## config.mk

```make
export PLATFORM = sky130hd
export DESIGN_NAME = line_code_symbol_decoder_flat
export DESIGN_NICKNAME = d
export VERILOG_FILES = /design/src/design/lcsd_pkg.sv /design/src/design/lcsd_sym_if.sv /design/src/design/lcsd_res_if.sv /design/src/design/lcsd_front.sv /design/src/design/lcsd_queue.sv /design/src/design/lcsd_back.sv /design/src/design/line_code_symbol_decoder.sv /design/src/flat_wrapper.sv
export VERILOG_INCLUDE_DIRS = /design/src /design/src/design
export SDC_FILE = /design/constraint.sdc
export NUM_CORES = 1
export LEC_CHECK = 0
export ABC_AREA = 1
export BUFFER_PORTS_ARGS = -buffer_cell sky130_fd_sc_hd__buf_2
export CORE_MARGIN = 2
export CORE_UTILIZATION = 55
export DETAILED_ROUTE_END_ITERATION = 8
export PLACE_DENSITY = 0.76
export REMOVE_ABC_BUFFERS = 1
export SYNTH_ARGS = -nofsm -noshare
export SYNTH_HDL_FRONTEND = slang
export SYNTH_HIERARCHICAL = 1
export SYNTH_SLANG_ARGS = --single-unit
export TNS_END_PERCENT = 50
```

## constraint.sdc

```tcl
create_clock -name clk -period 3.4 [get_ports clk]
set_input_delay 0.68 -clock clk [delete_from_list [all_inputs] [get_ports clk]]
set_output_delay 0.68 -clock clk [all_outputs]
set_load 0.02 [all_outputs]
```

## src/design/line_code_symbol_decoder_macros.svh

```systemverilog
// Assertion macros for the decoder top level.
`ifndef LINE_CODE_SYMBOL_DECODER_MACROS_SVH
`define LINE_CODE_SYMBOL_DECODER_MACROS_SVH

// Same-cycle implication, sampled on clk and switched off during rst.
`define LCSD_ASSERT_NOW(label, ante, cons) \
  label: assert property (@(posedge clk) disable iff (rst) (ante) |-> (cons)) \
    else $error("line code decoder check failed");

// Next-cycle implication, sampled on clk and switched off during rst.
`define LCSD_ASSERT_NEXT(label, ante, cons) \
  label: assert property (@(posedge clk) disable iff (rst) (ante) |=> (cons)) \
    else $error("line code decoder check failed");

`endif

```

## src/design/lcsd_pkg.sv

```systemverilog
`timescale 1ns / 1ps
`default_nettype none

package lcsd_pkg;

  localparam int unsigned PREAMBLE_BYTES = 4;
  localparam int unsigned PREAMBLE_SYMS  = PREAMBLE_BYTES * 8;
  localparam int unsigned PRE_CNT_W      = $clog2(PREAMBLE_SYMS + 1);

  localparam int unsigned SHIFT_W     = 10;
  localparam int unsigned CNT_W       = 4;
  localparam int unsigned MAX_FRAME_W = 16;
  localparam int unsigned CFG_INDEX_W = 1;
  localparam int unsigned CFG_DATA_W  = 16;

  localparam logic [CNT_W:0] RAW_SYMS   = 5'd8;
  localparam logic [CNT_W:0] MANCH_SYMS = 5'd16;
  localparam logic [CNT_W:0] CODE_SYMS  = 5'd10;

  localparam int unsigned QUEUE_DEPTH = 4;
  localparam int unsigned QUEUE_AW    = $clog2(QUEUE_DEPTH);
  localparam int unsigned QUEUE_CW    = $clog2(QUEUE_DEPTH + 1);

  localparam logic MODE_MANCHESTER = 1'b0;
  localparam logic MODE_4B5B       = 1'b1;

  localparam logic [CFG_INDEX_W-1:0] REG_LINE_MODE = 1'b0;
  localparam logic [CFG_INDEX_W-1:0] REG_MAX_FRAME = 1'b1;

  localparam logic [MAX_FRAME_W-1:0] MAX_FRAME_RESET = 16'd256;

  typedef enum logic [1:0] {
    ST_OK   = 2'd0,
    ST_SYNC = 2'd1,
    ST_CODE = 2'd2,
    ST_OVER = 2'd3
  } status_t;

  localparam logic [4:0] NIBBLE_CODES [16] = '{
    5'h1e, 5'h09, 5'h14, 5'h15, 5'h0a, 5'h0b, 5'h0e, 5'h0f,
    5'h12, 5'h13, 5'h16, 5'h17, 5'h1a, 5'h1b, 5'h1c, 5'h1d
  };

  typedef struct packed {
    logic       hit;
    logic [3:0] nibble;
  } nibble_t;

  // One record per accepted symbol, passed from the framing front end to the back end.
  typedef struct packed {
    logic               byte_start;
    logic               pair_err;
    logic               done;
    logic               is_4b5b;
    logic [SHIFT_W-1:0] shift;
    logic               frame_end;
    logic               sync_bad;
  } sym_event_t;

  function automatic nibble_t code_to_nibble(input logic [4:0] code);
    nibble_t r;
    r = '0;
    for (int k = 0; k < 16; k++) begin
      if (NIBBLE_CODES[k] == code) begin
        r.hit    = 1'b1;
        r.nibble = 4'(k);
      end
    end
    return r;
  endfunction

endpackage

`default_nettype wire

```

## src/design/lcsd_sym_if.sv

```systemverilog
`timescale 1ns / 1ps
`default_nettype none

interface lcsd_sym_if;
  logic valid;
  logic ready;
  logic symbol;
  logic frame_end;

  modport source (output valid, output symbol, output frame_end, input ready);
  modport sink (input valid, input symbol, input frame_end, output ready);
endinterface

`default_nettype wire

```

## src/design/lcsd_res_if.sv

```systemverilog
`timescale 1ns / 1ps
`default_nettype none

interface lcsd_res_if;
  logic       valid;
  logic       ready;
  logic [7:0] data_byte;
  logic       byte_valid;
  logic       frame_done;
  logic [1:0] status;

  modport source (output valid, output data_byte, output byte_valid, output frame_done,
                  output status, input ready);
  modport sink (input valid, input data_byte, input byte_valid, input frame_done,
                input status, output ready);
endinterface

`default_nettype wire

```

## src/design/lcsd_front.sv

```systemverilog
`timescale 1ns / 1ps
`default_nettype none

module lcsd_front (
  input  wire logic                  clk,
  input  wire logic                  rst,
  input  wire logic                  line_mode,
  input  wire logic                  in_valid,
  output logic                       in_ready,
  input  wire logic                  in_symbol,
  input  wire logic                  in_frame_end,
  input  wire logic                  q_full,
  output logic                       q_push,
  output lcsd_pkg::sym_event_t       q_data
);

  logic [lcsd_pkg::PRE_CNT_W-1:0] pre_cnt;
  logic [lcsd_pkg::PRE_CNT_W-1:0] pre_cnt_next;
  logic [lcsd_pkg::SHIFT_W-1:0]   shift;
  logic [lcsd_pkg::SHIFT_W-1:0]   shift_calc;
  logic [lcsd_pkg::SHIFT_W-1:0]   shift_next;
  logic [lcsd_pkg::CNT_W-1:0]     sym_cnt;
  logic [lcsd_pkg::CNT_W-1:0]     sym_cnt_next;
  logic [lcsd_pkg::CNT_W:0]       cnt_inc;
  logic                           pre_active;
  logic                           pair_err;
  logic                           done;
  logic                           is_4b5b;
  logic                           accept;

  assign in_ready = !q_full;
  assign accept   = in_valid && in_ready;
  assign q_push   = accept;

  assign pre_active = pre_cnt < lcsd_pkg::PRE_CNT_W'(lcsd_pkg::PREAMBLE_SYMS);
  assign cnt_inc    = {1'b0, sym_cnt} + 1'b1;

  always_comb begin
    pre_cnt_next = pre_cnt;
    shift_calc   = {shift[lcsd_pkg::SHIFT_W-2:0], in_symbol};
    pair_err     = 1'b0;
    is_4b5b      = 1'b0;
    if (pre_active) begin
      pre_cnt_next = pre_cnt + 1'b1;
      done         = cnt_inc >= lcsd_pkg::RAW_SYMS;
    end else if (line_mode == lcsd_pkg::MODE_MANCHESTER) begin
      // Bit 9 holds the first half of a pair; the data bits build up in the low byte.
      if (!sym_cnt[0]) begin
        shift_calc = {in_symbol, 1'b0, shift[7:0]};
      end else begin
        pair_err   = shift[9] == in_symbol;
        shift_calc = {2'b00, shift[6:0], in_symbol};
      end
      done = cnt_inc >= lcsd_pkg::MANCH_SYMS;
    end else begin
      is_4b5b = 1'b1;
      done    = cnt_inc >= lcsd_pkg::CODE_SYMS;
    end
    sym_cnt_next = done ? '0 : cnt_inc[lcsd_pkg::CNT_W-1:0];
    shift_next   = done ? '0 : shift_calc;
  end

  always_comb begin
    q_data.byte_start = sym_cnt == '0;
    q_data.pair_err   = pair_err;
    q_data.done       = done;
    q_data.is_4b5b    = is_4b5b;
    q_data.shift      = shift_calc;
    q_data.frame_end  = in_frame_end;
    q_data.sync_bad   = (pre_cnt_next < lcsd_pkg::PRE_CNT_W'(lcsd_pkg::PREAMBLE_SYMS))
                        || (sym_cnt_next != '0);
  end

  always_ff @(posedge clk) begin
    if (rst) begin
      pre_cnt <= '0;
      shift   <= '0;
      sym_cnt <= '0;
    end else if (accept) begin
      if (in_frame_end) begin
        pre_cnt <= '0;
        shift   <= '0;
        sym_cnt <= '0;
      end else begin
        pre_cnt <= pre_cnt_next;
        shift   <= shift_next;
        sym_cnt <= sym_cnt_next;
      end
    end
  end

endmodule

`default_nettype wire

```

## src/design/lcsd_queue.sv

```systemverilog
`timescale 1ns / 1ps
`default_nettype none

module lcsd_queue (
  input  wire logic                  clk,
  input  wire logic                  rst,
  input  wire logic                  push,
  input  wire lcsd_pkg::sym_event_t  wr_data,
  input  wire logic                  pop,
  output lcsd_pkg::sym_event_t       rd_data,
  output logic                       full,
  output logic                       empty
);

  lcsd_pkg::sym_event_t              mem [lcsd_pkg::QUEUE_DEPTH];
  logic [lcsd_pkg::QUEUE_AW-1:0]     wr_ptr;
  logic [lcsd_pkg::QUEUE_AW-1:0]     rd_ptr;
  logic [lcsd_pkg::QUEUE_CW-1:0]     fill;
  logic                              do_push;
  logic                              do_pop;

  assign full    = fill == lcsd_pkg::QUEUE_CW'(lcsd_pkg::QUEUE_DEPTH);
  assign empty   = fill == '0;
  assign do_push = push && !full;
  assign do_pop  = pop && !empty;
  assign rd_data = mem[rd_ptr];

  always_ff @(posedge clk) begin
    if (do_push) begin
      mem[wr_ptr] <= wr_data;
    end
  end

  always_ff @(posedge clk) begin
    if (rst) begin
      wr_ptr <= '0;
      rd_ptr <= '0;
      fill   <= '0;
    end else begin
      if (do_push) begin
        wr_ptr <= wr_ptr + 1'b1;
      end
      if (do_pop) begin
        rd_ptr <= rd_ptr + 1'b1;
      end
      case ({do_push, do_pop})
        2'b10:   fill <= fill + 1'b1;
        2'b01:   fill <= fill - 1'b1;
        default: fill <= fill;
      endcase
    end
  end

endmodule

`default_nettype wire

```

## src/design/lcsd_back.sv

```systemverilog
`timescale 1ns / 1ps
`default_nettype none

module lcsd_back (
  input  wire logic                             clk,
  input  wire logic                             rst,
  input  wire logic [lcsd_pkg::MAX_FRAME_W-1:0] max_frame_bytes,
  input  wire logic                             q_empty,
  input  wire lcsd_pkg::sym_event_t             q_data,
  output logic                                  q_pop,
  output logic                                  out_valid,
  input  wire logic                             out_ready,
  output logic [7:0]                            out_data_byte,
  output logic                                  out_byte_valid,
  output logic                                  out_frame_done,
  output logic [1:0]                            out_status
);

  logic [lcsd_pkg::MAX_FRAME_W-1:0] bytes_out;
  logic [lcsd_pkg::MAX_FRAME_W-1:0] bytes_out_next;
  lcsd_pkg::status_t                first_error;
  lcsd_pkg::status_t                err_over;
  lcsd_pkg::status_t                err_code;
  lcsd_pkg::status_t                status_calc;
  lcsd_pkg::nibble_t                hi;
  lcsd_pkg::nibble_t                lo;
  logic                             code_bad;
  logic                             emit;
  logic                             has_out;
  logic [7:0]                       byte_calc;

  assign hi = lcsd_pkg::code_to_nibble(q_data.shift[9:5]);
  assign lo = lcsd_pkg::code_to_nibble(q_data.shift[4:0]);

  always_comb begin
    err_over = first_error;
    if (q_data.byte_start && (bytes_out >= max_frame_bytes) &&
        (first_error == lcsd_pkg::ST_OK)) begin
      err_over = lcsd_pkg::ST_OVER;
    end
    code_bad = q_data.pair_err || (q_data.done && q_data.is_4b5b && !(hi.hit && lo.hit));
    err_code = err_over;
    if (code_bad && (err_over == lcsd_pkg::ST_OK)) begin
      err_code = lcsd_pkg::ST_CODE;
    end
    emit           = q_data.done && (err_code == lcsd_pkg::ST_OK);
    has_out        = emit || q_data.frame_end;
    bytes_out_next = emit ? bytes_out + 1'b1 : bytes_out;
    byte_calc      = q_data.is_4b5b ? {hi.nibble, lo.nibble} : q_data.shift[7:0];
    if (!q_data.frame_end) begin
      status_calc = lcsd_pkg::ST_OK;
    end else if (q_data.sync_bad) begin
      status_calc = lcsd_pkg::ST_SYNC;
    end else begin
      status_calc = err_code;
    end
  end

  // A record that yields no result drains even while the output register is held.
  assign q_pop = !q_empty && (!has_out || !out_valid || out_ready);

  always_ff @(posedge clk) begin
    if (rst) begin
      bytes_out   <= '0;
      first_error <= lcsd_pkg::ST_OK;
    end else if (q_pop) begin
      if (q_data.frame_end) begin
        bytes_out   <= '0;
        first_error <= lcsd_pkg::ST_OK;
      end else begin
        bytes_out   <= bytes_out_next;
        first_error <= err_code;
      end
    end
  end

  always_ff @(posedge clk) begin
    if (rst) begin
      out_valid <= 1'b0;
    end else if (q_pop && has_out) begin
      out_valid <= 1'b1;
    end else if (out_ready) begin
      out_valid <= 1'b0;
    end
  end

  always_ff @(posedge clk) begin
    if (q_pop && has_out) begin
      out_data_byte  <= emit ? byte_calc : 8'd0;
      out_byte_valid <= emit;
      out_frame_done <= q_data.frame_end;
      out_status     <= status_calc;
    end
  end

endmodule

`default_nettype wire

```

## src/design/line_code_symbol_decoder.sv

```systemverilog
// Timing: a symbol request accepted at a clock edge is written to the queue at that edge,
// then the back end pops it into the output register, from which its result is taken.
// Throughput: one symbol per cycle unless stalled; the front end takes one request a cycle
// while the four-entry queue has room, and the back end while its output is not held.
// Reset (synchronous, rst high) empties the queue and output register, clears the frame
// state and sets line_mode to Manchester and max_frame_bytes to 256.
`timescale 1ns / 1ps
`default_nettype none

`include "line_code_symbol_decoder_macros.svh"

module line_code_symbol_decoder (
  input  wire logic                               clk,
  input  wire logic                               rst,
  lcsd_sym_if.sink                                symbols,
  lcsd_res_if.source                              results,
  input  wire logic                               cfg_wr_en,
  input  wire logic [lcsd_pkg::CFG_INDEX_W-1:0]   cfg_index,
  input  wire logic [lcsd_pkg::CFG_DATA_W-1:0]    cfg_data
);

  logic                             line_mode;
  logic [lcsd_pkg::MAX_FRAME_W-1:0] max_frame_bytes;
  logic                             q_push;
  logic                             q_pop;
  logic                             q_full;
  logic                             q_empty;
  lcsd_pkg::sym_event_t             q_wr;
  lcsd_pkg::sym_event_t             q_rd;

  always_ff @(posedge clk) begin
    if (rst) begin
      line_mode       <= lcsd_pkg::MODE_MANCHESTER;
      max_frame_bytes <= lcsd_pkg::MAX_FRAME_RESET;
    end else if (cfg_wr_en) begin
      case (cfg_index)
        lcsd_pkg::REG_LINE_MODE: line_mode       <= cfg_data[0];
        lcsd_pkg::REG_MAX_FRAME: max_frame_bytes <= cfg_data[lcsd_pkg::MAX_FRAME_W-1:0];
        default: ;
      endcase
    end
  end

  lcsd_front u_front (
    .clk          (clk),
    .rst          (rst),
    .line_mode    (line_mode),
    .in_valid     (symbols.valid),
    .in_ready     (symbols.ready),
    .in_symbol    (symbols.symbol),
    .in_frame_end (symbols.frame_end),
    .q_full       (q_full),
    .q_push       (q_push),
    .q_data       (q_wr)
  );

  lcsd_queue u_queue (
    .clk     (clk),
    .rst     (rst),
    .push    (q_push),
    .wr_data (q_wr),
    .pop     (q_pop),
    .rd_data (q_rd),
    .full    (q_full),
    .empty   (q_empty)
  );

  lcsd_back u_back (
    .clk             (clk),
    .rst             (rst),
    .max_frame_bytes (max_frame_bytes),
    .q_empty         (q_empty),
    .q_data          (q_rd),
    .q_pop           (q_pop),
    .out_valid       (results.valid),
    .out_ready       (results.ready),
    .out_data_byte   (results.data_byte),
    .out_byte_valid  (results.byte_valid),
    .out_frame_done  (results.frame_done),
    .out_status      (results.status)
  );

  // A result that does not close a frame must carry a byte and a clear status.
  `LCSD_ASSERT_NOW(a_mid_frame_result, results.valid && !results.frame_done,
                   results.byte_valid && (results.status == lcsd_pkg::ST_OK))
  `LCSD_ASSERT_NOW(a_empty_byte_zero, results.valid && !results.byte_valid,
                   results.data_byte == 8'd0)
  `LCSD_ASSERT_NOW(a_full_stalls_input, q_full, !symbols.ready)
  `LCSD_ASSERT_NEXT(a_push_fills_queue, q_push && !q_pop, !q_empty)

endmodule

`default_nettype wire

```

## src/flat_wrapper.sv

```systemverilog
// flat-port wrapper written by rule: the top's interface ports become plain ports
module line_code_symbol_decoder_flat 
  (clk, rst, cfg_wr_en, cfg_index, cfg_data, symbols_valid, symbols_symbol, symbols_frame_end, symbols_ready, results_valid, results_data_byte, results_byte_valid, results_frame_done, results_status, results_ready);
  lcsd_sym_if symbols_i ();
  lcsd_res_if results_i ();
  input  wire logic clk;
  input  wire logic rst;
  input  wire logic cfg_wr_en;
  input  wire logic [lcsd_pkg::CFG_INDEX_W-1:0] cfg_index;
  input  wire logic [lcsd_pkg::CFG_DATA_W-1:0] cfg_data;
  input wire logic [$bits(symbols_i.valid)-1:0] symbols_valid;
  input wire logic [$bits(symbols_i.symbol)-1:0] symbols_symbol;
  input wire logic [$bits(symbols_i.frame_end)-1:0] symbols_frame_end;
  output wire logic [$bits(symbols_i.ready)-1:0] symbols_ready;
  output wire logic [$bits(results_i.valid)-1:0] results_valid;
  output wire logic [$bits(results_i.data_byte)-1:0] results_data_byte;
  output wire logic [$bits(results_i.byte_valid)-1:0] results_byte_valid;
  output wire logic [$bits(results_i.frame_done)-1:0] results_frame_done;
  output wire logic [$bits(results_i.status)-1:0] results_status;
  input wire logic [$bits(results_i.ready)-1:0] results_ready;
  assign symbols_i.valid = symbols_valid;
  assign symbols_i.symbol = symbols_symbol;
  assign symbols_i.frame_end = symbols_frame_end;
  assign symbols_ready = symbols_i.ready;
  assign results_valid = results_i.valid;
  assign results_data_byte = results_i.data_byte;
  assign results_byte_valid = results_i.byte_valid;
  assign results_frame_done = results_i.frame_done;
  assign results_status = results_i.status;
  assign results_i.ready = results_ready;
  line_code_symbol_decoder u_core (.clk(clk), .rst(rst), .symbols(symbols_i), .results(results_i), .cfg_wr_en(cfg_wr_en), .cfg_index(cfg_index), .cfg_data(cfg_data));
endmodule
```

; Word-level counts from Yosys, hierarchy flattened
; Memory sizes are Yosys's and may differ from the RTL's. A register that Yosys moved wholly into a read port is not among the register bits.
; Index checks and enable logic that the tools add are counted.
; Widths: inputs -> output; s select.
[classes]
addsub = 7
n_mul = 0
div_mod_pow = 0
magnitude_cmp = 6
eq_ne = 36
shifts = 0
muxes = 62
n_bitwise = 2
n_reduce_logical = 35
[ops]
columns = operator, count
row1 = $mux 5, 32
row2 = $eq 5x5->1 const A, 22
row3 = $eq 4x5->1 const A, 10
row4 = $mux 10, 5
row5 = $mux 16, 2
row6 = $add 16x1->16 const B, 1
row7 = $ge 16x16->1, 1
row8 = $logic_and 1x1->1, 12
row9 = $lt 6x6->1 const B, 2
row10 = $mux 1, 12
row11 = $mux 6, 2
row12 = $ge 5x4->1 const B, 2
row13 = $mux 2, 5
row14 = $mux 4, 2
row15 = $mux 8, 1
row16 = $add 6x1->6 const B, 1
row17 = $logic_not 2->1, 3
row18 = $pmux 3 s2, 1
row19 = $reduce_and 2->1, 3
row20 = $reduce_bool 2->1, 3
row21 = $add 4x1->5 const B, 1
row22 = $ge 5x5->1 const B, 1
row23 = $logic_not 1->1, 5
row24 = $logic_or 1x1->1, 5
row25 = other kinds (12), 14
[word_totals]
register_bits = 75
latchBits = 0
ramBits = 64
romBits = 0
elab_cells = 165
memories = 1
[memory_table]
columns = memory, words, word_bits, rd, rd_ports_with_merged_regs, wr, line
row1 = u_core.u_queue.mem, 4, 16, 1, 1, 1, lcsd_queue.sv:15  ; lcsd_pkg::sym_event_t mem [lcsd_pkg::QUEUE_DEPTH];

; Logic depth before layout (Yosys ltp)
; Gate-level depths: netlist of run 1.
[logic_depth]
ltp_word = 33
ltp_mapped = 31
depth_no_buf = 30

; By module
; The synthesis of run 1 kept the hierarchy.
[modules_own_cells]
columns = module, n_inst, cells_each, area_each_um2, seq_area_each_um2
row1 = lcsd_queue, 1, 224, 2849.0, 2102.0
row2 = lcsd_back, 1, 354, 2419.8, 740.7
row3 = lcsd_front, 1, 195, 1286.2, 400.4
row4 = line_code_symbol_decoder, 1, 77, 628.1, 340.3

; Least setup slack after synthesis of run 1
; No wires, ideal clock.
[synth_path]
kind = register to register
from = reg with a tool-made name
to = reg u_core/u_queue/fill[2] (netlist name)
arrival_time_ns = 3.102
required_time_ns = 3.287
path_slack_ns = 0.185
stages_incl_launch_ff = 32
path_buffers = 2
cell_sequence = dfxtp_1 > inv_2 > buf_2 > o21ai_1 > o22ai_1 > buf_4 > nand3_1 > inv_2 > nand2_1 > nand3_1 > nor2_1 > nand2_1 > nand2_1 > nand2_1 > nand2_1 > nand2_2 > nand4_4 > nand2_4 > nand2_1 > nand2_1 > inv_1 > nand2_1 > inv_1 > ha_1 > inv_1 > fa_1 > inv_1 > nand2_1 > nand3_1 > nand2_1 > nand2_1 > nor2_1
[synth_lines]
columns = item, line
row1 = "end signal, assigned", lcsd_queue.sv:47  ; 2'b10: fill <= fill + 1'b1;
row2 = "end signal, assigned", lcsd_queue.sv:48  ; 2'b01: fill <= fill - 1'b1;
row3 = "end signal, assigned", lcsd_queue.sv:49  ; default: fill <= fill;
row4 = "end, declared", lcsd_queue.sv:18  ; logic [lcsd_pkg::QUEUE_CW-1:0] fill;

==> results of run 1 <==
==> Yosys cell counts, types with 2 or more instances <==
cell type    n  area [µm²]
buf_4        8        60.1
nor2_1     128         480
nand3_1     44         220
o22ai_1     16         100
buf_2        9        45.0
a211oi_1     6        45.0
nand2_2      6        37.5
nand4_1     25         156
nand2_1    143         537
nor4_1       2        12.5
inv_2        8        30.0
nor2_2       3        18.8
nor3b_1      3        22.5
nand3_2      2        20.0
dfxtp_1     65        1300
nand3b_1     2        15.0
nor2_4       2        22.5
xor2_1      12         105
o21ai_1     32         160
nand2_4      3        33.8
buf_6        3        33.8
a21oi_1     53         265
a31oi_1      3        18.8
buf_1        2        7.51
nor3_1      12        60.1
ha_1        26         325
inv_1      100         375
xnor2_1      3        26.3
clkbuf_1     9        33.8
o21ai_0     28         140
edfxtp_1    76        2280
o211ai_1     3        22.5
nand3_4      2        35.0
==> power by group <==
part / switching, mW / leakage (nW) / internal [mW]
clock: 0.770 / 0.272 / 0.957
sequential: 0.0993 / 1.22 / 2.10
combinational: 1.48 / 1.91 / 0.769
total: 2.35 / 3.40 / 3.82
==> stage by stage <==
| step | utilization | total power, mW | hold WS (ns) | instances |
|---|---|---|---|---|
| after global routing | 0.655 | 6.53 | 0.476 | 1090 |
| after global placement | 0.598 | 4.26 | 0.454 | 1053 |
| final | 0.655 | 6.17 | 0.451 | 1090 |
| after floorplan | - | 3.60 | 0.439 | 817 |
| after CTS | 0.642 | 6.01 | 0.440 | 1085 |
| after detailed placement | 0.598 | 4.28 | 0.455 | 1053 |
==> layout by cell type (no fill, tap or decap), types with 2 or more instances in the layout <==
master     synthesis  layout
nand2_1          143     141
nor2_1           128     125
inv_1            100      98
edfxtp_1          76      76
dfxtp_1           65      63
a21oi_1           53      53
nand3_1           44      43
buf_2              9      38
o21ai_1           32      31
o21ai_0           28      28
buf_4              8      27
nand4_1           25      25
ha_1              26      25
clkbuf_16          0      18
nor3_1            12      12
xor2_1            12      12
inv_2              8       8
nand2_2            6       8
o22ai_1           16       8
o22ai_2            0       8
inv_6              1       7
nor2_2             3       6
a211oi_1           6       6
clkinv_4           0       4
inv_8              0       3
nand2_4            3       3
nor3b_1            3       3
xnor2_1            3       3
a31oi_1            3       3
o211ai_1           3       3
nand3_2            2       3
clkinv_1           1       2
nand3_4            2       2
nand3b_1           2       2
nor2_4             2       2
buf_6              3       2
==> flip-flops by register name, summed over array words and instances, names as in the netlist, named ones only <==
name	cells
u_core/u_front/sym_cnt	4
u_core/u_queue/wr_ptr	2
u_core/u_queue/mem	64
u_core/u_queue/fill	3
u_core/u_back/bytes_out	16
u_core/max_frame_bytes	16
u_core/u_back/out_frame_done	1
u_core/u_queue/rd_ptr	2
u_core/u_back/out_status	2
u_core/u_back/out_data_byte	8
u_core/u_front/shift	10
u_core/u_back/out_byte_valid	1
u_core/u_front/pre_cnt	6
u_core/u_back/first_error	2
u_core/line_mode	1
u_core/u_back/out_valid	1
==> area by class of cell <==
type	count	area share
tap	172	0.0259
inverter	110	0.0513
sequential	141	0.432
multi-input combinational	566	0.368
clock inverter	15	0.0155
timing repair buffer	69	0.0555
clock buffer	17	0.0513
==> routing by layer <==
metal	global-route usage	vias to the layer above
met5	0	-
li1	-	2963
met2	0.327	164
met3	0.0574	20
met4	0.0580	0
met1	0.302	2620
==> worst min-delay path by stage <==
| stage | startpoint | end | slack [ns] |
|---|---|---|---|
| floorplan | u_core/u_front/shift[0] | u_core/u_front/shift[0] | 0.44 |
| global placement | u_core/u_front/shift[5] | u_core/u_front/shift[5] | 0.45 |
| detailed placement | u_core/u_front/shift[2] | u_core/u_front/shift[2] | 0.46 |
| CTS | cfg_data[8] | u_core/max_frame_bytes[8] | 0.44 |
| global route | cfg_data[8] | u_core/max_frame_bytes[8] | 0.48 |
| finish | cfg_data[8] | u_core/max_frame_bytes[8] | 0.45 |
==> worst reg2reg max path: cells and delay by family, from the launching register on <==
family	cells	cell delay (ns)
and+or+nand+nor	20	1.45
buffers and inverters	7	0.68
adders and majority gates	2	0.51
DFF	1	0.37
AOI/OAI and AO/OA	1	0.12
==> cell families after synthesis <==
kind of cell    after synthesis  synth area share
fa+ha+maj                    27            0.0481
flops                       141             0.499
mux                           1           0.00139
simple gates                378             0.236
xor+xnor                     15            0.0183
buf+inv                     143            0.0881
compound gates              145             0.110
==> timing repair <==
| item | CTS | global route |
|---|---|---|
| hold endpoints to repair | 0 | 0 |
| gates resized for setup | 0 | 29 |
| setup endpoints to repair | 0 | 15 |
| buffers inserted | 0 | 3 |
==> results.py, run 1 <==
metrics = {
    "routing": {
        "drc_errors": 0,
        "routedLengthMet1_mm": 7.10,
        "top_layer": "met4",
        "wl_met2_mm": 6.71,
        "initial_drt_markers": 506,
        "wl_mm": 14.8,
        "wire_length_per_cell_um": 13.6,
        "wl_met3_um": 799,
        "drt_first_pass_iters": 6,
        "ant_nets": 0,
        "detailed_route_via_count": 5767,
        "post_drt_via_cell_ratio": 5.29,
    },
    "yosys": {
        "yosys.cell_types.count": 44,
        "synth-main-ff-cell": "edfxtp_1",
        "syn_inst": 850,
        "postSynth.asyncResetShare": 0,
        "synth-edff-count": 76,
        "synth-seq-area-share": 0.499,
        "yosys_warnings": 6,
        "synth.ff_latch_count": 141,
        "syn-cell-area_um2": 7180,
        "synth.avg_cell_area_um2": 8.45,
    },
    "setup_path": {
        "critPathMostFrequentCell": "nand2_1",
        "critical_path.max_fanout": 5,
        "crit_path_top_delay_cell": "dfxtp_4",
        "worstPathArrival_ns": 3.53,
        "timing.critical_path.slowest_cell_delay_ns": 0.37,
        "endpoint_of_the_most_critical_setup_path": "u_core/u_queue/fill[2]",
        "critical_path.top_delay_family": "simple AND/OR/NAND/NOR gates",
        "end_kind": "flop",
        "reg_to_reg_endpoint": "u_core/u_queue/fill[2]",
        "category_of_the_critical_setup_timing_path": "reg -> reg",
        "reg2reg_setup_slack_ns": 0.19,
        "path_buf_inv": 7,
        "cp_num_cells": 30,
        "cp-start-kind": "flop",
        "worst-r2r-cell-count": 30,
        "required_time_of_the_worst_setup_path_ns": 3.72,
    },
    "place": {
        "detailedPlace.worstSlack_ns": 0.0407,
        "portBuffers": 37,
        "gp_congestion": 0.882,
        "standard_cell_area_after_detailed_placement_um2": 7580,
        "dp.final_hpwl_mm": 9.59,
    },
    "cells_and_area": {
        "final_nets": 956,
        "final_layout_size_suffix_gt1_frac": 0.164,
        "layout.filler_cells": 1018,
        "ff_latch_area_um2": 3590,
        "diodes": 0,
        "layout.cell_area.non_filler_um2": 8300,
        "syn2layout_area_growth_pct": 15.5,
        "multi_input_comb_area_um2": 3050,
    },
    "min_path": {
        "min-delay-path-class": "in -> reg",
        "worstHoldPathCells": 3,
    },
    "cts": {
        "clk_latency_ns": 0.43,
        "clock_transition_time_at_the_flip_flop_clock_pins_of_the_worst_setup_and_hold_paths_ns": 0.06,
        "ctsLongestPathBuffers": 2,
        "cts_tree": "yes",
        "cts.hold.buffers_added": 0,
        "tritoncts.num_buffers": 17,
        "clock-root-buffer": "clkbuf_16",
        "numClockSinks": 141,
        "h-tree-depth": 4,
    },
    "global_routing": {
        "grt_overflow_total": 0,
        "grt_first_pass_wirelength_mm": 24.3,
        "global_route.usage.total": 0.214,
        "grt_antenna_before_repair": 0,
        "vias_in_the_first_global_route": 5182,
        "grt_start_max_net_pins": 25,
    },
    "status": {
        "run_status": "complete, no violations",
    },
    "sta": {
        "timing.final.crit_period_ns": 3.21,
        "finalCritPeriodShare": 0.945,
        "final_max_slew_viol_count": 0,
        "finalSetupViolCount": 0,
        "setup_ws_ns": 0.187,
        "timing_hold_violations_final": 0,
        "relSlewSlack": 0.621,
        "timing_worst_slew_pin_value_ns": 0.565,
        "max_freq_mhz": 311,
        "total_negative_setup_slacks_ns": 0,
        "fin_worst_skew_ns": 0.0107,
    },
    "die": {
        "chipWidth_um": 118,
        "die_area_um2": 14000,
        "initial_utilization": 0.567,
        "core_region_area_um2": 12700,
        "fp.dieH_um": 118,
        "pin_count": 38,
        "floorplan.rows": 41,
    },
    "power_and_ir_drop": {
        "peakVddDrop_mv": 0.403,
        "leakagePower_nw": 3.40,
        "power_density_nw_per_um2": 744,
    },
    "job": {
        "maxCapViolations": 0,
    },
}
(Power assumes the default switching activity.)
==> run 2, diff against run 1 <==
--- a/config.mk
+++ b/config.mk
@@ -9,10 +9,12 @@
 export ABC_AREA = 1
 export BUFFER_PORTS_ARGS = -buffer_cell sky130_fd_sc_hd__buf_2
 export CORE_MARGIN = 2
-export CORE_UTILIZATION = 55
+export CORE_UTILIZATION = 57
+export CTS_BUF_LIST = sky130_fd_sc_hd__clkbuf_2
 export DETAILED_ROUTE_END_ITERATION = 8
-export PLACE_DENSITY = 0.76
+export PLACE_DENSITY = 0.78
 export REMOVE_ABC_BUFFERS = 1
+export SLEW_MARGIN = 20
 export SYNTH_ARGS = -nofsm -noshare
 export SYNTH_HDL_FRONTEND = slang
 export SYNTH_HIERARCHICAL = 1
==> run 2 against run 1 <==
- count of clock-buffer cells in the layout increased by 1
- sequential share of layout area is 1.2 points higher
- register-to-register slack worse by 0.06 ns
- final area is 2.7% lower
- critical path depth shrank 2
- first-iteration DRC count increased by 9.1%
- flip-flop and latch count stayed put
- wire length increased by 1.7%
- die area fell by 3.4%
- global-route usage grew 1.4 points
- cell count is essentially flat
- critical path type unchanged
==> results.py, run 2 (synthesis results as in run 1) <==
metrics = {
    "cts": {
        "clock-root-buffer": "clkbuf_2",
        "numClockSinks": 141,
        "ctsLongestPathBuffers": 2,
        "cts_tree": "yes",
        "clock_transition_time_at_the_flip_flop_clock_pins_of_the_worst_setup_and_hold_paths_ns": 0.22,
        "h-tree-depth": 4,
        "tritoncts.num_buffers": 17,
        "clk_latency_ns": 0.73,
    },
    "die": {
        "core_region_area_um2": 12500,
        "fp.dieH_um": 116,
        "pin_count": 38,
        "chipWidth_um": 116,
        "die_area_um2": 13500,
        "floorplan.rows": 41,
        "initial_utilization": 0.576,
    },
    "cells_and_area": {
        "largest_registers": "u_core/u_queue/mem x64, u_core/max_frame_bytes x16, u_core/u_back/bytes_out x16",
        "final_layout_size_suffix_gt1_frac": 0.174,
        "largest-register": "u_core/u_queue/mem",
        "layout_common_cells": "nand2_1, nor2_1, inv_1",
        "layout.cells.most_common": "nand2_1",
        "diodes": 0,
        "largest_reg_flops": 64,
        "syn2layout_area_growth_pct": 12.4,
        "final_nets": 955,
    },
    "routing": {
        "wire_length_per_cell_um": 13.8,
        "ant_nets": 0,
        "detailed_route_via_count": 5806,
        "post_drt_via_cell_ratio": 5.33,
        "drc_errors": 0,
        "initial_drt_markers": 552,
        "drt_first_pass_iters": 5,
        "wl_mm": 15.0,
    },
    "setup_path": {
        "critPathMostFrequentCell": "nand2_1",
        "end_kind": "flop",
        "reg2reg_setup_slack_ns": 0.13,
        "cp-start-kind": "flop",
        "reg_to_reg_endpoint": "u_core/u_queue/fill[2]",
        "timing.critical_path.slowest_cell_delay_ns": 0.42,
        "worstPathArrival_ns": 3.92,
        "category_of_the_critical_setup_timing_path": "reg -> reg",
        "crit_path_top_delay_cell": "dfxtp_4",
        "critical_path.max_fanout": 11,
        "worst-r2r-cell-count": 28,
        "required_time_of_the_worst_setup_path_ns": 4.05,
        "endpoint_of_the_most_critical_setup_path": "u_core/u_queue/fill[2]",
    },
    "sta": {
        "final_max_slew_viol_count": 0,
        "timing.final.crit_period_ns": 3.27,
        "fin_worst_skew_ns": 0.0387,
        "finalCritPeriodShare": 0.961,
        "timing_worst_slew_pin_value_ns": 0.552,
        "relSlewSlack": 0.630,
        "max_freq_mhz": 306,
        "timing_hold_violations_final": 0,
        "finalSetupViolCount": 0,
        "total_negative_setup_slacks_ns": 0,
    },
    "power_and_ir_drop": {
        "leakagePower_nw": 3.29,
        "power_density_nw_per_um2": 703,
        "peakVddDrop_mv": 0.433,
        "report.power.total_mw": 5.68,
    },
    "status": {
        "run_status": "complete, no violations",
    },
    "min_path": {
        "worstHoldPathCells": 3,
        "min-delay-path-class": "in -> reg",
    },
    "global_routing": {
        "global_route.usage.total": 0.229,
        "grt_overflow_total": 0,
        "grt_start_max_net_pins": 25,
        "grt_antenna_before_repair": 0,
        "grt_first_pass_wirelength_mm": 24.3,
        "vias_in_the_first_global_route": 5188,
    },
    "place": {
        "gp_congestion": 0.952,
        "portBuffers": 37,
        "dp.final_hpwl_mm": 10.0,
    },
    "job": {
        "maxCapViolations": 0,
    },
}
[run 2: per-layer routing]
layer	up-vias	share of wire	track usage
li1	2962	-	-
met1	2658	0.47	0.318
met2	165	0.46	0.354
met3	21	0.055	0.0529
met4	0	0.015	0.0786
met5	-	0	0
[run 2: cell type report]
class	instances	area [µm²]
clock inverters	14	205
multi-input cells	566	3090
repair buffers	68	464
well taps	172	215
flip-flops and latches	141	3590
inverters	110	420
clock buffers	18	90.1
fillers	1015	4390
[run 2: worst min path at each step]
stage                                  startpoint                        end  slack, ns
after global placement    u_core/u_front/shift[5]    u_core/u_front/shift[5]       0.45
after floorplan           u_core/u_front/shift[0]    u_core/u_front/shift[0]       0.44
after global routing                  cfg_data[8]  u_core/max_frame_bytes[8]       0.09
after CTS                             cfg_data[8]  u_core/max_frame_bytes[8]       0.09
after detailed placement  u_core/u_front/shift[1]    u_core/u_front/shift[1]       0.46
final                                 cfg_data[8]  u_core/max_frame_bytes[8]       0.15
[run 2: timing repair]
| action | 4_1_cts | 5_1_grt |
|---|---|---|
| setup buffers | 0 | 3 |
| endpoints found under the setup margin | 0 | 15 |
| hold endpoints to repair | 0 | 0 |
| resized for setup | 0 | 44 |
| hold buffers | 0 | 0 |
[run 2: critical path: cells and delay by family, from the launching register on]
kind / cells / cell delay [ns]
adder cells (fa/ha/maj): 2 / 0.47
flip-flops: 1 / 0.42
buffers and inverters: 6 / 0.62
AND/OR/NAND/NOR: 17 / 1.31
AO/OA/AOI/OAI: 3 / 0.38
[run 2: through the flow]
stage | utilization | hold slack [ns] | worst slack, ns | std cells | cell area, µm²
after floorplan | - | 0.439 | -0.517 | 817 | 6970
after global placement | 0.607 | 0.454 | 0.151 | 1052 | 7560
after detailed placement | 0.607 | 0.459 | 0.0923 | 1052 | 7560
after CTS | 0.630 | 0.0869 | 0.0144 | 1084 | 7860
after global routing | 0.648 | 0.0910 | -0.129 | 1089 | 8080
final | 0.648 | 0.151 | 0.131 | 1089 | 8080
[run 2: power by group]
| group | leakage, nW | switching (mW) | internal, mW |
|---|---|---|---|
| clock | 0.166 | 0.658 | 0.504 |
| combinational | 1.91 | 1.53 | 0.794 |
| sequential | 1.22 | 0.0982 | 2.10 |
| total | 3.29 | 2.28 | 3.39 |
==> run 3, diff against run 2 <==
--- a/config.mk
+++ b/config.mk
@@ -8,7 +8,7 @@
 export LEC_CHECK = 0
 export ABC_AREA = 1
 export BUFFER_PORTS_ARGS = -buffer_cell sky130_fd_sc_hd__buf_2
-export CORE_MARGIN = 2
+export CORE_MARGIN = 4
 export CORE_UTILIZATION = 57
 export CTS_BUF_LIST = sky130_fd_sc_hd__clkbuf_2
 export DETAILED_ROUTE_END_ITERATION = 8
==> run 3 against run 2 <==
- global-route usage fell by 2.5 points
- final area rose by 1.6%
- sequential share of layout area fell by 0.74 points
- count of clock-buffer cells in the layout fell by 1
- sequential power about the same
- critical path type unchanged
==> results.py, run 3 (synthesis results as in run 1) <==
metrics = {
    "global_routing": {
        "vias_in_the_first_global_route": 5258,
        "grt_antenna_before_repair": 0,
        "grt_first_pass_wirelength_mm": 24.1,
        "grt_overflow_total": 0,
        "grt_start_max_net_pins": 31,
        "global_route.usage.total": 0.204,
    },
    "setup_path": {
        "reg_to_reg_endpoint": "u_core/u_queue/fill[2]",
        "critical_path.max_fanout": 22,
        "worst-r2r-cell-count": 28,
        "critPathMostFrequentCell": "nand2_1",
        "reg2reg_setup_slack_ns": 0.17,
        "worstPathArrival_ns": 3.87,
        "cp-start-kind": "flop",
        "crit_path_top_delay_cell": "dfxtp_4",
        "required_time_of_the_worst_setup_path_ns": 4.03,
        "timing.critical_path.slowest_cell_delay_ns": 0.49,
        "endpoint_of_the_most_critical_setup_path": "u_core/u_queue/fill[2]",
        "category_of_the_critical_setup_timing_path": "reg -> reg",
        "end_kind": "flop",
    },
    "cells_and_area": {
        "layout.filler_cells": 926,
        "layout_common_cells": "nand2_1, nor2_1, inv_1",
        "layout.cell_area.non_filler_um2": 8210,
        "largest_registers": "u_core/u_queue/mem x64, u_core/max_frame_bytes x16, u_core/u_back/bytes_out x16",
        "diodes": 0,
        "syn2layout_area_growth_pct": 14.2,
        "largest-register": "u_core/u_queue/mem",
        "final_layout_size_suffix_gt1_frac": 0.203,
        "final_nets": 967,
        "largest_reg_flops": 64,
        "final_cell_count_no_fill": 1097,
        "layout.cells.most_common": "nand2_1",
    },
    "place": {
        "gp_congestion": 0.885,
        "portBuffers": 37,
        "dpl.cell_count": 1048,
        "dp.final_hpwl_mm": 10.1,
        "standard_cell_area_after_detailed_placement_um2": 7560,
    },
    "routing": {
        "drt_first_pass_iters": 5,
        "wire_length_per_cell_um": 13.8,
        "detailed_route_via_count": 5854,
        "drc_errors": 0,
        "post_drt_via_cell_ratio": 5.34,
        "wl_mm": 15.2,
        "initial_drt_markers": 560,
        "ant_nets": 0,
    },
    "die": {
        "fp.dieH_um": 120,
        "die_area_um2": 14500,
        "initial_utilization": 0.591,
        "core_region_area_um2": 12200,
        "chipWidth_um": 120,
        "pin_count": 38,
        "floorplan.rows": 40,
    },
    "status": {
        "run_status": "complete, no violations",
    },
    "cts": {
        "clock_transition_time_at_the_flip_flop_clock_pins_of_the_worst_setup_and_hold_paths_ns": 0.22,
        "clock-root-buffer": "clkbuf_2",
        "cts.hold.buffers_added": 0,
        "h-tree-depth": 4,
        "tritoncts.num_buffers": 17,
        "cts_tree": "yes",
        "ctsLongestPathBuffers": 2,
        "numClockSinks": 141,
        "clk_latency_ns": 0.69,
    },
    "sta": {
        "timing_worst_slew_pin_value_ns": 0.648,
        "relSlewSlack": 0.568,
        "max_freq_mhz": 309,
        "finalSetupViolCount": 0,
        "rsz_0062_raised_after_global_routing": "true",
        "finalCritPeriodShare": 0.951,
        "total_negative_setup_slacks_ns": 0,
        "final_max_slew_viol_count": 0,
        "fin_worst_skew_ns": 0.0243,
        "timing_hold_violations_final": 0,
        "timing.final.crit_period_ns": 3.23,
    },
    "power_and_ir_drop": {
        "leakagePower_nw": 3.34,
        "power_density_nw_per_um2": 696,
        "peakVddDrop_mv": 0.393,
    },
    "min_path": {
        "min-delay-path-class": "in -> reg",
        "worstHoldPathCells": 3,
    },
    "job": {
        "maxCapViolations": 0,
    },
}
run 3: final cells by class:
class,instances,area (µm²),share of cell area
flip-flops and latches,141,3590,0.437
clock inverters,15,135,0.0165
clock buffers,17,85.1,0.0104
well taps,168,210,0.0256
inverters,110,433,0.0528
multi-input cells,566,3190,0.388
repair buffers,80,567,0.0691
run 3: through the flow:
step | hold WS (ns) | utilization | power [mW] | worst slack [ns]
4_1_cts | 0.116 | 0.642 | 5.22 | 0.0109
5_1_grt | 0.119 | 0.675 | 6.09 | -0.0965
3_5_place_dp | 0.456 | 0.622 | 4.29 | -0.135
6_report | 0.187 | 0.675 | 5.71 | 0.165
3_3_place_gp | 0.453 | 0.622 | 4.25 | 0.0348
2_1_floorplan | 0.439 | - | 3.60 | -0.517
run 3: metal layers:
metal	wire, µm	GRT usage
met1	6880	0.270
met2	7230	0.336
met3	856	0.0435
met4	229	0.0652
met5	0	0
run 3: repair_timing:
action,CTS,global route
pin swaps,0,28
setup endpoints to repair,2,15
buffers inserted,0,15
cloned,0,2
gates resized for setup,6,68
run 3: how the worst min path moves through the flow:
stage                                  from                   endpoint
finish                          cfg_data[8]  u_core/max_frame_bytes[8]
global route                    cfg_data[8]  u_core/max_frame_bytes[8]
detailed placement  u_core/u_front/shift[8]    u_core/u_front/shift[8]
CTS                             cfg_data[8]  u_core/max_frame_bytes[8]
floorplan           u_core/u_front/shift[0]    u_core/u_front/shift[0]
global placement    u_core/u_front/shift[8]    u_core/u_front/shift[8]
run 3: worst max-delay path: cells and delay by family, from the launching register on:
kind	cells	cell delay, ns
flops	1	0.49
buf+inv	6	0.50
fa+ha+maj	2	0.52
compound gates	2	0.36
simple gates	18	1.31
run 3: power breakdown:
group	internal, mW	total [mW]	leakage, nW	switching (mW)
Combinational	0.951	2.61	1.99	1.66
Sequential	2.10	2.20	1.22	0.102
Clock	0.274	0.906	0.131	0.632
